### config.mk
export PLATFORM = sky130hd
export DESIGN_NAME = rect_frame_position_classifier_flat
export DESIGN_NICKNAME = d
export VERILOG_FILES = /design/src/design/rfpc_pkg.sv /design/src/design/rfpc_channels.sv /design/src/design/rfpc_cfg_regs.sv /design/src/design/rfpc_compare.sv /design/src/design/rfpc_resolve.sv /design/src/design/rect_frame_position_classifier.sv /design/src/flat_wrapper.sv
export SDC_FILE = /design/constraint.sdc
export NUM_CORES = 1
export LEC_CHECK = 0
export BUFFER_PORTS_ARGS = -buffer_cell sky130_fd_sc_hd__buf_2
export CAP_MARGIN = 20
export CORE_ASPECT_RATIO = 1.5
export CORE_MARGIN = 8
export CORE_UTILIZATION = 54
export DETAILED_ROUTE_END_ITERATION = 8
export PLACE_DENSITY = 0.81
export REMOVE_ABC_BUFFERS = 1
export SLEW_MARGIN = 10
export SYNTH_ARGS = -nofsm -noshare
export SYNTH_HDL_FRONTEND = slang
export SYNTH_HIERARCHICAL = 1
export SYNTH_SLANG_ARGS = --single-unit
export TNS_END_PERCENT = 50
### constraint.sdc
create_clock -name clk -period 7.6 [get_ports clk]
set_clock_uncertainty 0.05 [all_clocks]
set_input_delay 0.38 -clock clk [delete_from_list [all_inputs] [get_ports clk]]
set_output_delay 0.38 -clock clk [all_outputs]
set_load 0.1 [all_outputs]
### src/design/rfpc_pkg.sv
// Shared types and constants for the rectangle frame position classifier.
// No dependencies; every other design file depends on this package.
`timescale 1ns / 1ps

package rfpc_pkg;

	// Width of the configuration register index.
	localparam int CFG_IDX_W = 4;

	// Configuration register indexes.
	typedef enum logic [CFG_IDX_W-1:0] {
		REG_LEFT   = 4'd0,
		REG_TOP    = 4'd1,
		REG_WIDTH  = 4'd2,
		REG_HEIGHT = 4'd3
	} cfg_reg_t;

	// Compass direction codes of the result.
	typedef enum logic [3:0] {
		DIR_NONE = 4'd0,
		DIR_N    = 4'd1,
		DIR_NE   = 4'd2,
		DIR_E    = 4'd3,
		DIR_SE   = 4'd4,
		DIR_S    = 4'd5,
		DIR_SW   = 4'd6,
		DIR_W    = 4'd7,
		DIR_NW   = 4'd8
	} dir_t;

	// Position flags handed from the compare stage to the resolve stage.
	typedef struct packed {
		logic in_rect;
		logic frame;
		logic north;
		logic east;
		logic south;
		logic west;
	} pos_flags_t;

endpackage

### src/design/rfpc_channels.sv
// Channel interfaces of the classifier: position input, result output and
// configuration writes. Depends on rfpc_pkg for the register index width.
`timescale 1ns / 1ps

interface rfpc_pos_if #(
	parameter int COORD_BITS = 16
);
	logic                         valid;
	logic                         ready;
	logic signed [COORD_BITS-1:0] pos_x;
	logic signed [COORD_BITS-1:0] pos_y;

	modport source (output valid, output pos_x, output pos_y, input ready);
	modport sink   (input valid, input pos_x, input pos_y, output ready);
endinterface

interface rfpc_res_if #(
	parameter int COORD_BITS = 16
);
	logic                         valid;
	logic                         ready;
	logic                         inside_res;
	logic                         on_frame;
	logic [3:0]                   direction;
	logic signed [COORD_BITS+1:0] frame_index;

	modport source (output valid, output inside_res, output on_frame, output direction,
		output frame_index, input ready);
	modport sink   (input valid, input inside_res, input on_frame, input direction,
		input frame_index, output ready);
endinterface

interface rfpc_cfg_if #(
	parameter int COORD_BITS = 16
);
	logic                           valid;
	logic                           ready;
	logic [rfpc_pkg::CFG_IDX_W-1:0] index;
	logic [COORD_BITS-1:0]          data;

	modport source (output valid, output index, output data, input ready);
	modport sink   (input valid, input index, input data, output ready);
endinterface

### src/design/rfpc_cfg_regs.sv
// Configuration register file of the classifier: rectangle corner and size.
// Depends on rfpc_pkg and the rfpc_cfg_if interface.
`timescale 1ns / 1ps

module rfpc_cfg_regs #(
	parameter int COORD_BITS = 16
) (
	input  logic                         clk,
	input  logic                         arst_n,
	rfpc_cfg_if.sink                     cfg,
	output logic signed [COORD_BITS-1:0] rect_left,
	output logic signed [COORD_BITS-1:0] rect_top,
	output logic [COORD_BITS-2:0]        rect_width,
	output logic [COORD_BITS-2:0]        rect_height
);
	import rfpc_pkg::*;

	logic signed [COORD_BITS-1:0] left_q;
	logic signed [COORD_BITS-1:0] top_q;
	logic [COORD_BITS-2:0]        width_q;
	logic [COORD_BITS-2:0]        height_q;

	// Writes are always taken; an unknown index is dropped.
	assign cfg.ready = 1'b1;

	always_ff @(posedge clk or negedge arst_n) begin
		if (!arst_n) begin
			left_q   <= '0;
			top_q    <= '0;
			width_q  <= '0;
			height_q <= '0;
		end else if (cfg.valid) begin
			case (cfg.index)
				REG_LEFT:   left_q   <= cfg.data;
				REG_TOP:    top_q    <= cfg.data;
				REG_WIDTH:  width_q  <= cfg.data[COORD_BITS-2:0];
				REG_HEIGHT: height_q <= cfg.data[COORD_BITS-2:0];
				default: ;
			endcase
		end
	end

	assign rect_left   = left_q;
	assign rect_top    = top_q;
	assign rect_width  = width_q;
	assign rect_height = height_q;
endmodule

### src/design/rfpc_compare.sv
// First pipeline stage: offsets of the position from the top-left corner and
// the inside and edge flags. Depends on rfpc_pkg.
`timescale 1ns / 1ps

module rfpc_compare #(
	parameter int COORD_BITS = 16
) (
	input  logic                         clk,
	input  logic                         load,
	input  logic signed [COORD_BITS-1:0] pos_x,
	input  logic signed [COORD_BITS-1:0] pos_y,
	input  logic signed [COORD_BITS-1:0] rect_left,
	input  logic signed [COORD_BITS-1:0] rect_top,
	input  logic [COORD_BITS-2:0]        rect_width,
	input  logic [COORD_BITS-2:0]        rect_height,
	output logic [COORD_BITS-2:0]        dx_s1,
	output logic [COORD_BITS-2:0]        dy_s1,
	output rfpc_pkg::pos_flags_t         flags_s1
);
	import rfpc_pkg::*;

	localparam int DW = COORD_BITS + 1;

	logic [DW-1:0] dx;
	logic [DW-1:0] dy;
	logic [DW-1:0] w_e;
	logic [DW-1:0] h_e;
	pos_flags_t    flags;

	// Offsets are one bit wider than the coordinates, so the sign is exact.
	assign dx  = {pos_x[COORD_BITS-1], pos_x} - {rect_left[COORD_BITS-1], rect_left};
	assign dy  = {pos_y[COORD_BITS-1], pos_y} - {rect_top[COORD_BITS-1], rect_top};
	assign w_e = {2'b00, rect_width};
	assign h_e = {2'b00, rect_height};

	always_comb begin
		flags.in_rect = !dx[DW-1] && !dy[DW-1] && (dx < w_e) && (dy < h_e);
		flags.north   = (dy == '0);
		flags.west    = (dx == '0);
		// For an empty rectangle these match an offset of -1, which is never inside.
		flags.east    = (dx == w_e - DW'(1));
		flags.south   = (dy == h_e - DW'(1));
		flags.frame   = flags.in_rect
			&& (flags.north || flags.west || flags.east || flags.south);
	end

	always_ff @(posedge clk) begin
		if (load) begin
			dx_s1    <= dx[COORD_BITS-2:0];
			dy_s1    <= dy[COORD_BITS-2:0];
			flags_s1 <= flags;
		end
	end
endmodule

### src/design/rfpc_resolve.sv
// Second pipeline stage: compass direction and clockwise perimeter index,
// held in the result register. Depends on rfpc_pkg.
`timescale 1ns / 1ps

module rfpc_resolve #(
	parameter int COORD_BITS = 16
) (
	input  logic                         clk,
	input  logic                         load,
	input  logic [COORD_BITS-2:0]        dx_s1,
	input  logic [COORD_BITS-2:0]        dy_s1,
	input  rfpc_pkg::pos_flags_t         flags_s1,
	input  logic [COORD_BITS-2:0]        rect_width,
	input  logic [COORD_BITS-2:0]        rect_height,
	output logic                         inside_s2,
	output logic                         frame_s2,
	output rfpc_pkg::dir_t               dir_s2,
	output logic signed [COORD_BITS+1:0] index_s2
);
	import rfpc_pkg::*;

	localparam int IDX_W = COORD_BITS + 2;

	logic [IDX_W-1:0] dx_e;
	logic [IDX_W-1:0] dy_e;
	logic [IDX_W-1:0] wm1;
	logic [IDX_W-1:0] hm1;
	logic             narrow;
	logic             short_h;
	dir_t             dir;
	logic [IDX_W-1:0] idx;

	assign dx_e    = IDX_W'(dx_s1);
	assign dy_e    = IDX_W'(dy_s1);
	assign wm1     = IDX_W'(rect_width) - IDX_W'(1);
	assign hm1     = IDX_W'(rect_height) - IDX_W'(1);
	assign narrow  = (rect_width <= (COORD_BITS-1)'(1));
	assign short_h = (rect_height <= (COORD_BITS-1)'(1));

	always_comb begin
		dir = DIR_NONE;
		if (flags_s1.frame && !narrow && !short_h) begin
			priority if (flags_s1.north && flags_s1.west) dir = DIR_NW;
			else if (flags_s1.north && flags_s1.east)     dir = DIR_NE;
			else if (flags_s1.south && flags_s1.east)     dir = DIR_SE;
			else if (flags_s1.south && flags_s1.west)     dir = DIR_SW;
			else if (flags_s1.north)                      dir = DIR_N;
			else if (flags_s1.east)                       dir = DIR_E;
			else if (flags_s1.south)                      dir = DIR_S;
			else                                          dir = DIR_W;
		end
	end

	// Perimeter runs along the top, down the right, back along the bottom and
	// up the left. Single rows and columns count straight along their length.
	always_comb begin
		idx = '1;
		if (flags_s1.frame) begin
			priority if (narrow)  idx = dy_e;
			else if (short_h)     idx = dx_e;
			else if (flags_s1.north) idx = dx_e;
			else if (flags_s1.east)  idx = wm1 + dy_e;
			else if (flags_s1.south) idx = wm1 + hm1 + (wm1 - dx_e);
			else                     idx = wm1 + wm1 + hm1 + (hm1 - dy_e);
		end
	end

	always_ff @(posedge clk) begin
		if (load) begin
			inside_s2 <= flags_s1.in_rect;
			frame_s2  <= flags_s1.frame;
			dir_s2    <= dir;
			index_s2  <= idx;
		end
	end
endmodule

### src/design/rect_frame_position_classifier.sv
// Top level of the rectangle frame position classifier: configuration
// registers, compare stage and resolve stage. Depends on rfpc_pkg, the channel
// interfaces, rfpc_cfg_regs, rfpc_compare and rfpc_resolve.
`timescale 1ns / 1ps

// The block tests each position against a configured rectangle and returns,
// for every position transaction, one result transaction telling whether the
// point is inside, whether it sits on the one-cell frame, the compass side of
// that frame and the clockwise perimeter index from the top-left corner. It
// takes one position every clock cycle unless the output stalls with stage
// one full; a result passes through two pipeline registers, one after the
// corner offset compare and one holding the result. A result that waits on
// the output does not stop a new position from entering an empty first
// stage. The configuration port is always ready and must only be written
// while no position is in flight. There is no clearing pass after reset.
module rect_frame_position_classifier #(
	parameter int COORD_BITS = 16
) (
	input  logic      clk,
	input  logic      arst_n,
	rfpc_cfg_if.sink  cfg,
	rfpc_pos_if.sink  pos,
	rfpc_res_if.source res
);
	import rfpc_pkg::*;

	logic signed [COORD_BITS-1:0] rect_left;
	logic signed [COORD_BITS-1:0] rect_top;
	logic [COORD_BITS-2:0]        rect_width;
	logic [COORD_BITS-2:0]        rect_height;

	logic [COORD_BITS-2:0] dx_s1;
	logic [COORD_BITS-2:0] dy_s1;
	pos_flags_t            flags_s1;
	dir_t                  dir_s2;

	logic v1_q;
	logic v2_q;
	logic load1;
	logic adv2;

	rfpc_cfg_regs #(.COORD_BITS(COORD_BITS)) u_cfg (
		.clk         (clk),
		.arst_n      (arst_n),
		.cfg         (cfg),
		.rect_left   (rect_left),
		.rect_top    (rect_top),
		.rect_width  (rect_width),
		.rect_height (rect_height)
	);

	// Stage one moves forward when the result register is empty or being read.
	// The input side is ready whenever stage one is empty or moving on.
	assign adv2      = v1_q && (!v2_q || res.ready);
	assign pos.ready = !v1_q || !v2_q || res.ready;
	assign load1     = pos.valid && pos.ready;

	always_ff @(posedge clk or negedge arst_n) begin
		if (!arst_n) begin
			v1_q <= 1'b0;
			v2_q <= 1'b0;
		end else begin
			if (load1) begin
				v1_q <= 1'b1;
			end else if (adv2) begin
				v1_q <= 1'b0;
			end
			if (adv2) begin
				v2_q <= 1'b1;
			end else if (res.ready) begin
				v2_q <= 1'b0;
			end
		end
	end

	rfpc_compare #(.COORD_BITS(COORD_BITS)) u_compare (
		.clk         (clk),
		.load        (load1),
		.pos_x       (pos.pos_x),
		.pos_y       (pos.pos_y),
		.rect_left   (rect_left),
		.rect_top    (rect_top),
		.rect_width  (rect_width),
		.rect_height (rect_height),
		.dx_s1       (dx_s1),
		.dy_s1       (dy_s1),
		.flags_s1    (flags_s1)
	);

	rfpc_resolve #(.COORD_BITS(COORD_BITS)) u_resolve (
		.clk         (clk),
		.load        (adv2),
		.dx_s1       (dx_s1),
		.dy_s1       (dy_s1),
		.flags_s1    (flags_s1),
		.rect_width  (rect_width),
		.rect_height (rect_height),
		.inside_s2   (res.inside_res),
		.frame_s2    (res.on_frame),
		.dir_s2      (dir_s2),
		.index_s2    (res.frame_index)
	);

	assign res.valid     = v2_q;
	assign res.direction = dir_s2;

`ifndef SYNTHESIS
	// A frame cell always lies inside the rectangle.
	a_frame_inside: assert property (@(posedge clk) disable iff (!arst_n)
		res.valid && res.on_frame |-> res.inside_res)
		else $error("frame result outside the rectangle");

	// Off the frame there is no direction and the index is all ones.
	a_off_frame: assert property (@(posedge clk) disable iff (!arst_n)
		res.valid && !res.on_frame |-> (res.direction == DIR_NONE) && (&res.frame_index))
		else $error("off-frame result carries a direction or index");

	// A position held in stage one is not dropped while the output stalls.
	a_s1_hold: assert property (@(posedge clk) disable iff (!arst_n)
		v1_q && !adv2 |=> v1_q)
		else $error("stage one item lost during a stall");

	// The input is refused only when both stages hold an item that cannot move.
	a_ready: assert property (@(posedge clk) disable iff (!arst_n)
		!pos.ready |-> v1_q && v2_q && !res.ready)
		else $error("input refused with room in the pipeline");
`endif
endmodule
### src/flat_wrapper.sv
// flat-port wrapper written by rule: the top's interface ports become plain ports
module rect_frame_position_classifier_flat import rfpc_pkg::*;
#(
	parameter int COORD_BITS = 16
)
  (clk, arst_n, cfg_valid, cfg_index, cfg_data, cfg_ready, pos_valid, pos_pos_x, pos_pos_y, pos_ready, res_valid, res_inside_res, res_on_frame, res_direction, res_frame_index, res_ready);
  rfpc_cfg_if #(.COORD_BITS(COORD_BITS)) cfg_i ();
  rfpc_pos_if #(.COORD_BITS(COORD_BITS)) pos_i ();
  rfpc_res_if #(.COORD_BITS(COORD_BITS)) res_i ();
  input  logic clk;
  input  logic arst_n;
  input wire logic [$bits(cfg_i.valid)-1:0] cfg_valid;
  input wire logic [$bits(cfg_i.index)-1:0] cfg_index;
  input wire logic [$bits(cfg_i.data)-1:0] cfg_data;
  output wire logic [$bits(cfg_i.ready)-1:0] cfg_ready;
  input wire logic [$bits(pos_i.valid)-1:0] pos_valid;
  input wire logic [$bits(pos_i.pos_x)-1:0] pos_pos_x;
  input wire logic [$bits(pos_i.pos_y)-1:0] pos_pos_y;
  output wire logic [$bits(pos_i.ready)-1:0] pos_ready;
  output wire logic [$bits(res_i.valid)-1:0] res_valid;
  output wire logic [$bits(res_i.inside_res)-1:0] res_inside_res;
  output wire logic [$bits(res_i.on_frame)-1:0] res_on_frame;
  output wire logic [$bits(res_i.direction)-1:0] res_direction;
  output wire logic [$bits(res_i.frame_index)-1:0] res_frame_index;
  input wire logic [$bits(res_i.ready)-1:0] res_ready;
  assign cfg_i.valid = cfg_valid;
  assign cfg_i.index = cfg_index;
  assign cfg_i.data = cfg_data;
  assign cfg_ready = cfg_i.ready;
  assign pos_i.valid = pos_valid;
  assign pos_i.pos_x = pos_pos_x;
  assign pos_i.pos_y = pos_pos_y;
  assign pos_ready = pos_i.ready;
  assign res_valid = res_i.valid;
  assign res_inside_res = res_i.inside_res;
  assign res_on_frame = res_i.on_frame;
  assign res_direction = res_i.direction;
  assign res_frame_index = res_i.frame_index;
  assign res_i.ready = res_ready;
  rect_frame_position_classifier #(.COORD_BITS(COORD_BITS)) u_core (.clk(clk), .arst_n(arst_n), .cfg(cfg_i), .pos(pos_i), .res(res_i));
endmodule
==> impl_results.md, run 1 <==
- Status: completed
- GPL Wtd Cong: 0.983
- Critical Path AT: 6.12 ns
- Layout Area Growth over Synthesis: 10.0%
- Main area contributors after synthesis: edfxtp_1 14%, ha_1 13%, dfrtp_1 12%, xnor2_1 6.8%, fa_1 5.3%
- I/O pin count: 84
- CTS tree: built
- Unrepaired setup endpoints after global routing: false
- Worst stage delay on the critical path: 0.49 ns
- Most common cell in the netlist: inv_1
- Fin crit share: 0.795
- Antenna-violating nets left: 0
- Critical path class: reg2reg
- Layout cells sized above 1: 0.150
- Total CTS buffers: 17
- Measured slew at the worst slew-check pin: 1.05 ns
- Relative slew margins: 0.302
- R2R Setup Slk: 1.56 ns
- Synth top cells by count: 181 x inv_1, 134 x ha_1, 101 x xnor2_1
- DRC: 0
- Antenna violations before repair: 0
- Clock Latency Late Sink: 0.43 ns
- Clk sinks: 124
- Number of gates resized after cts: 0
- Critical-path top delay cell: dfrtp_1
- # fillers: 2011
- Startpoint types: register
- Via count: 11083
- Drt pass-1 iters: 6
- DP HPWL: 28600 microns
- Finished Core Util: 0.601
- Max Transition Viols Final: 0
- Max FO, Critical Path: 9
- Die width: 142 microns
- Synth top area share: 0.139
- Starting Density: 0.547
- Worst hold-check path type: in2async
- Die height: 206 microns
- Setup violators final: 0
- Root buffer cell: clkbuf_16
- Core area: 23700 sq um
- Die area: 29300 sq um
- Via/cell ratio: 6.13
- Number of enable flip-flop cells after synthesis: 60
- Worst-path cell chain: nor3_1 -> and3_1 -> nand2_1 -> or3_1 -> xnor2_1 -> ha_1 -> inv_1 -> nor2_1 -> nor2_1 -> o21ai_0 -> a211oi_1 -> xnor2_1 -> fa_1 -> ha_1 -> or2_2 -> a31o_2 -> a21o_1 -> a21oi_1 -> o21ai_0 -> a311oi_1 -> xnor2_1 -> a221oi_2
- Tmin final: 6.04 ns
- Depth of the CTS H-tree: 4
- Critical path endpoint category: register
- Most frequent CP cell: xnor2_1
- Routed length per instance: 19.9 microns
- Synth async-reset ratio: 0.516
- Top_reg_cell synth: dfrtp_1
- Ys Warns: 6
- Post-CTS Setup Bufs: 0
- Clk pin slew, worst setup/hold paths: 0.06 ns
- Diode count: 0
- Aggregate global-route resource usage: 0.250
- Setup TNS: 0 ns
- Cell area power density: 491 nW/um^2
- FF-to-FF path depth: 22
- Worst EP required: 7.68 ns
- Final Power: 6.98 mW
- GR Overflow Total: 0
- Syn Inst Count: 1394
- Layout Nets: 1701
- Number of synthesized register bits: 124
- Buffers on Ports: 82
- DRT Wirelength: 35900 microns
- Hold-fix buffers, CTS: 0
- Global-route wire length before repair: 57100 microns
- Worst Hold Slack: 0.0663 ns
- Final Worst Setup Slack: 1.56 ns
- Unique masters post-synth: 98
- Vias in the first global route: 11473
- Clk buf depth: 2
- Pin count of the biggest net entering global routing: 65
- Syn_area_per_cell: 9.28 sq um
- Drt first-iter violations: 801
- Sequential share of the synthesized area: 0.263
- Synth Cell Area: 12900 sq um
- Final hold viol count: 0
- Lkg Pwr: 6.39 nW
- MaxCap Viol Count: 0
- Std cell rows: 69
- Dominant cell type by area after synthesis: edfxtp_1
- Worst vdd ir: 0.219 mV
- Placement Setup Slack: 1.61 ns
- Fmax: 166 MHz
-- registers in the layout, indices dropped and copies added, names as in the netlist --
register,count
u_core/u_cfg/rect_top,16
u_core/v1_q,1
u_core/u_resolve/index_s2,18
u_core/u_resolve/frame_s2,1
u_core/u_cfg/rect_left,16
u_core/u_compare/dy_s1,15
u_core/u_cfg/rect_width,15
u_core/u_resolve/dir_s2,4
u_core/res.valid,1
u_core/u_compare/dx_s1,15
u_core/u_cfg/rect_height,15
u_core/u_resolve/inside_s2,1
u_core/u_compare/flags_s1,6
-- final cells by class --
type                       count  area, sq um  area share
multi-input combinational   1064         8680       0.610
sequential                   124         3400       0.239
inverter                     181          679      0.0478
timing repair buffer          88          455      0.0320
clock buffer                  19          443      0.0311
tap                          319          399      0.0281
clock inverter                13          164      0.0115
-- kinds of logic (layout without fill, tap and decap cells) --
kind of cell	Yosys count	after routing	share of synthesized area
AND/OR/NAND/NOR	353	353	0.152
AO/OA/AOI/OAI	330	330	0.176
buffers and inverters	206	301	0.0654
adder cells (fa/ha/maj)	168	168	0.182
XOR/XNOR	139	139	0.0959
flip-flops	124	124	0.263
multiplexers	73	73	0.0655
other	1	1	0.000290
-- layer usage --
metal / wire (microns) / vias to the layer above / global-route usage
met2: 18500 / 439 / 0.458
met5: 0 / - / 0
li1: - / 5181 / -
met1: 13300 / 5320 / 0.256
met3: 1710 / 143 / 0.0358
met4: 2400 / 0 / 0.180
-- worst max-delay path, delay by kind of cell, from the launching register on --
family	cells	cell delay (ns)
fa+ha+maj	3	1.09
compound gates	8	1.64
simple gates	7	1.58
xor+xnor	3	0.73
buf+inv	1	0.15
flops	1	0.49
-- stage by stage --
step	area (sq um)	cells
finish	14200	1808
global route	14200	1808
CTS	14200	1808
detailed placement	13600	1776
global placement	13600	1776
floorplan	12800	1369
-- layout by cell type (no fill, tap or decap), drive strengths merged, types with 16 or more instances in the layout --
cell type / instances
a21o: 31
o21a: 25
nand2b: 18
dfrtp: 64
o211ai: 21
ha: 134
o21ai: 60
edfxtp: 60
inv: 185
nor2: 78
and3: 16
nand2: 69
xnor2: 102
clkbuf: 19
fa: 34
mux2: 63
a21oi: 82
nand3: 32
buf: 88
a211oi: 24
nor3: 33
xor2: 37
nor4: 20
or3: 18
-- power by group --
part	leakage [nW]	internal, mW	switching, mW
combinational	4.76	2.12	2.94
clock	0.286	0.526	0.327
sequential	1.34	0.890	0.181
-- worst paths after layout --
kind | to | start
worst max-delay path | u_core/u_resolve/index_s2[17] | u_core/u_cfg/rect_height[2]
worst max register to register | u_core/u_resolve/index_s2[17] | u_core/u_cfg/rect_height[2]
worst min register to register | u_core/u_resolve/inside_s2 | u_core/u_compare/flags_s1[5]
worst min-delay path | u_core/u_cfg/rect_top[1] | arst_n
max in group asynchronous | u_core/u_cfg/rect_top[12] | arst_n
min in group clk | u_core/v1_q | pos_valid
(Power assumes the default switching activity.)
==> inputs of run 2 (changes only) <==
==> constraint.sdc (replaced) <==
create_clock -name clk -period 5.9 [get_ports clk]
set_clock_uncertainty 0.05 [all_clocks]
set_input_delay 0.295 -clock clk [delete_from_list [all_inputs] [get_ports clk]]
set_output_delay 0.295 -clock clk [all_outputs]
set_load 0.1 [all_outputs]
==> run 2 against run 1 <==
The flow now finishes with violations (negative hold slack). Combinational power grew 30%. Critical endpoint unchanged. Cell count grew 0.55%. Critical path type unchanged. Non-clock buffer count grew 10. Sequential share of layout area shrank 0.085 points. Wire length grew 1.6%.
==> impl_results.md, run 2 (synthesized netlist as in run 1, its figures left out) <==
- Layout cells sized above 1: 0.161 (+0.0117)
- Antenna violations before repair: 0 (unchanged)
- Unrepaired setup endpoints after global routing: false
- Comb pwr share: 0.734 (+0.010)
- Switch Pwr: 4.50 mW (+30%)
- Clock power frac: 0.114 (-0.008)
- Core area: 23700 sq um (unchanged)
- Most frequent cells in the layout: 181 x inv_1, 134 x ha_1, 100 x xnor2_1
- Diode count: 0 (unchanged)
- GR Overflow Total: 0 (unchanged)
- Final Worst Setup Slack: 0.239 ns (-1.32 ns)
- Worst Hold Slack: -0.000258 ns (-0.0666 ns)
- Pin count of the biggest net entering global routing: 65 (unchanged)
- Hold-fix buffers, CTS: 0 (unchanged)
- Fmax: 177 MHz (+6.7%)
- Finished Core Util: 0.604 (+0.00259)
- Clk buf depth: 2 (unchanged)
- Most common cell after layout, fill and taps aside: inv_1
- Critical path endpoint category: register
- Internal power: 4.48 mW (+27%)
- Sequential cell area: 3410 sq um (about the same)
- Most flop-heavy register: u_core/u_resolve/index_s2
- DRT Wirelength: 36500 microns (+1.6%)
- Critical Path AT: 5.78 ns (-0.34 ns)
- Via count: 11183 (+0.90%)
- Worst EP required: 6.02 ns (-1.66 ns)
- Global-route wire length before repair: 57100 microns (-0.11%)
- MaxCap Viol Count: 0 (unchanged)
- Clk pin slew, worst setup/hold paths: 0.06 ns (about the same)
- Lkg Pwr: 6.43 nW (+0.59%)
- Tmin final: 5.66 ns (-0.378 ns)
- Die area: 29300 sq um (unchanged)
- DP HPWL: 28900 microns (+1.2%)
- Placed Area: 13700 sq um (+0.44%)
- Die width: 142 microns (unchanged)
- Max reg flops: 18 (unchanged)
- I/O pin count: 84 (unchanged)
- Std cell rows: 69 (unchanged)
- Failing checks: negative hold slack
- Root buffer cell: clkbuf_16
- Aggregate global-route resource usage: 0.250 (-0.000912)
- Area of the multi-input gates: 8710 sq um (+0.32%)
- Antenna-violating nets left: 0 (unchanged)
- Worst hold-check path type: in2async
- Flop pwr share: 0.152 (-0.002)
- Layout Nets: 1711 (+0.59%)
- Clock Latency Late Sink: 0.43 ns (about the same)
- Critical path class: reg2reg
- Via/cell ratio: 6.15 (+0.35%)
- Die height: 206 microns (unchanged)
- Measured slew at the worst slew-check pin: 1.06 ns (+0.0112 ns)
- # fillers: 2056 (+2.2%)
- Max FO, Critical Path: 8 (-1)
- Sw Ratio: 0.501 (+0.00674)
- Clk sinks: 124 (unchanged)
- Drt first-iter violations: 736 (-8.1%)
- Final hold viol count: 1 (+1)
- Setup TNS: 0 ns (unchanged)
- Buffers on Ports: 82 (unchanged)
- GPL Wtd Cong: 1.00 (+1.8%)
- Starting Density: 0.547 (unchanged)
- Drt pass-1 iters: 6 (unchanged)
- Status: complete, but fails checks
- Max Transition Viols Final: 0 (unchanged)
- Depth of the CTS H-tree: 4 (unchanged)
- Startpoint types: register
- Worst vdd ir: 0.246 mV (+12%)
- Layout Area Growth over Synthesis: 10.5%
- Fin crit share: 0.959 (+0.165)
- DRC: 0 (unchanged)
- Vias in the first global route: 11472 (-0.0087%)
- Relative slew margins: 0.295 (-0.00743)
- Total CTS buffers: 17 (unchanged)
- Cell area power density: 629 nW/um^2 (+28%)
- Placement Setup Slack: 0.259 ns (-1.35 ns)
- Post-Layout Inst Area: 14300 sq um (+0.43%)
- CTS tree: built
- Setup violators final: 0 (unchanged)
- Routed length per instance: 20.1 microns (+1.0%)
==> run 2: cell types whose count changed in the layout (fill, tap and decap cells not counted), moves of 2 or more <==
cell | previous run | this run
buf_4 | 6 | 16
bufinv_16 | 3 | 1
clkinv_2 | 0 | 2
dfrtp_1 | 64 | 62
dfrtp_2 | 0 | 2
==> run 2: path summary, 6_finish.rpt <==
| path | from | end | slack, ns | cells after the start |
|---|---|---|---|---|
| max | u_core/u_cfg/rect_height[7] | u_core/u_resolve/index_s2[17] | 0.24 | 19 |
| min | arst_n | u_core/res.valid | -0.0003 | 2 |
| max reg2reg | u_core/u_cfg/rect_height[7] | u_core/u_resolve/index_s2[17] | 0.24 | 19 |
| min reg2reg | u_core/u_compare/flags_s1[5] | u_core/u_resolve/inside_s2 | 0.37 | 0 |
| max in group asynchronous | arst_n | u_core/u_cfg/rect_height[2] | 5.16 | 2 |
| min in group clk | pos_valid | u_core/v1_q | 0.02 | 2 |
==> run 2: through the flow <==
step                      instances  power, mW  hold WS, ns
after CTS                      1816       8.85       0.0103
after global placement         1784       7.61        0.362
final                          1818       8.98    -0.000258
after floorplan                1369       6.36      -0.0506
after global routing           1818       9.65       0.0416
after detailed placement       1784       7.77        0.360
==> run 2: metal layers <==
| metal | share of wire | vias up | track usage | routed length [microns] |
|---|---|---|---|---|
| li1 | - | 5182 | - | - |
| met1 | 0.37 | 5404 | 0.258 | 13600 |
| met2 | 0.51 | 454 | 0.454 | 18700 |
| met3 | 0.049 | 143 | 0.0376 | 1790 |
| met4 | 0.066 | 0 | 0.174 | 2420 |
| met5 | 0 | - | 0 | 0 |
==> run 2: power by group through the flow <==
stage | clock [mW] | sequential (mW) | combinational [mW]
after CTS | 1.04 | 1.35 | 6.46
after detailed placement | 0 | 1.37 | 6.40
after global placement | 0 | 1.36 | 6.25
after floorplan | 0 | 1.52 | 4.84
after global routing | 1.07 | 1.39 | 7.20
final | 1.03 | 1.36 | 6.59
==> run 2: area by class of cell <==
class,instances,area share
inverters,181,0.0475
clock inverters,15,0.00963
multi-input cells,1064,0.610
repair buffers,98,0.0371
clock buffers,17,0.0298
flip-flops and latches,124,0.238
well taps,319,0.0279
==> run 2: what timing repair did <==
item	in CTS	in global routing
resized for setup	0	9
endpoints found under the setup margin	0	4
setup buffers	0	2
==> run 2: worst max-delay path, stage by stage (launching register included) <==
cell,delay [ns]
dfrtp_1,0.46
or3_1,0.48
nor4_4,0.26
nor3b_1,0.51
xor2_1,0.35
ha_1,0.37
and3_1,0.19
nand3_1,0.15
nand3_1,0.11
o21a_1,0.20
nor3_1,0.13
nor2_1,0.08
fa_1,0.48
ha_1,0.36
and3_1,0.21
nand3_1,0.15
o211a_1,0.26
a311oi_1,0.33
xnor2_1,0.19
a221oi_2,0.08
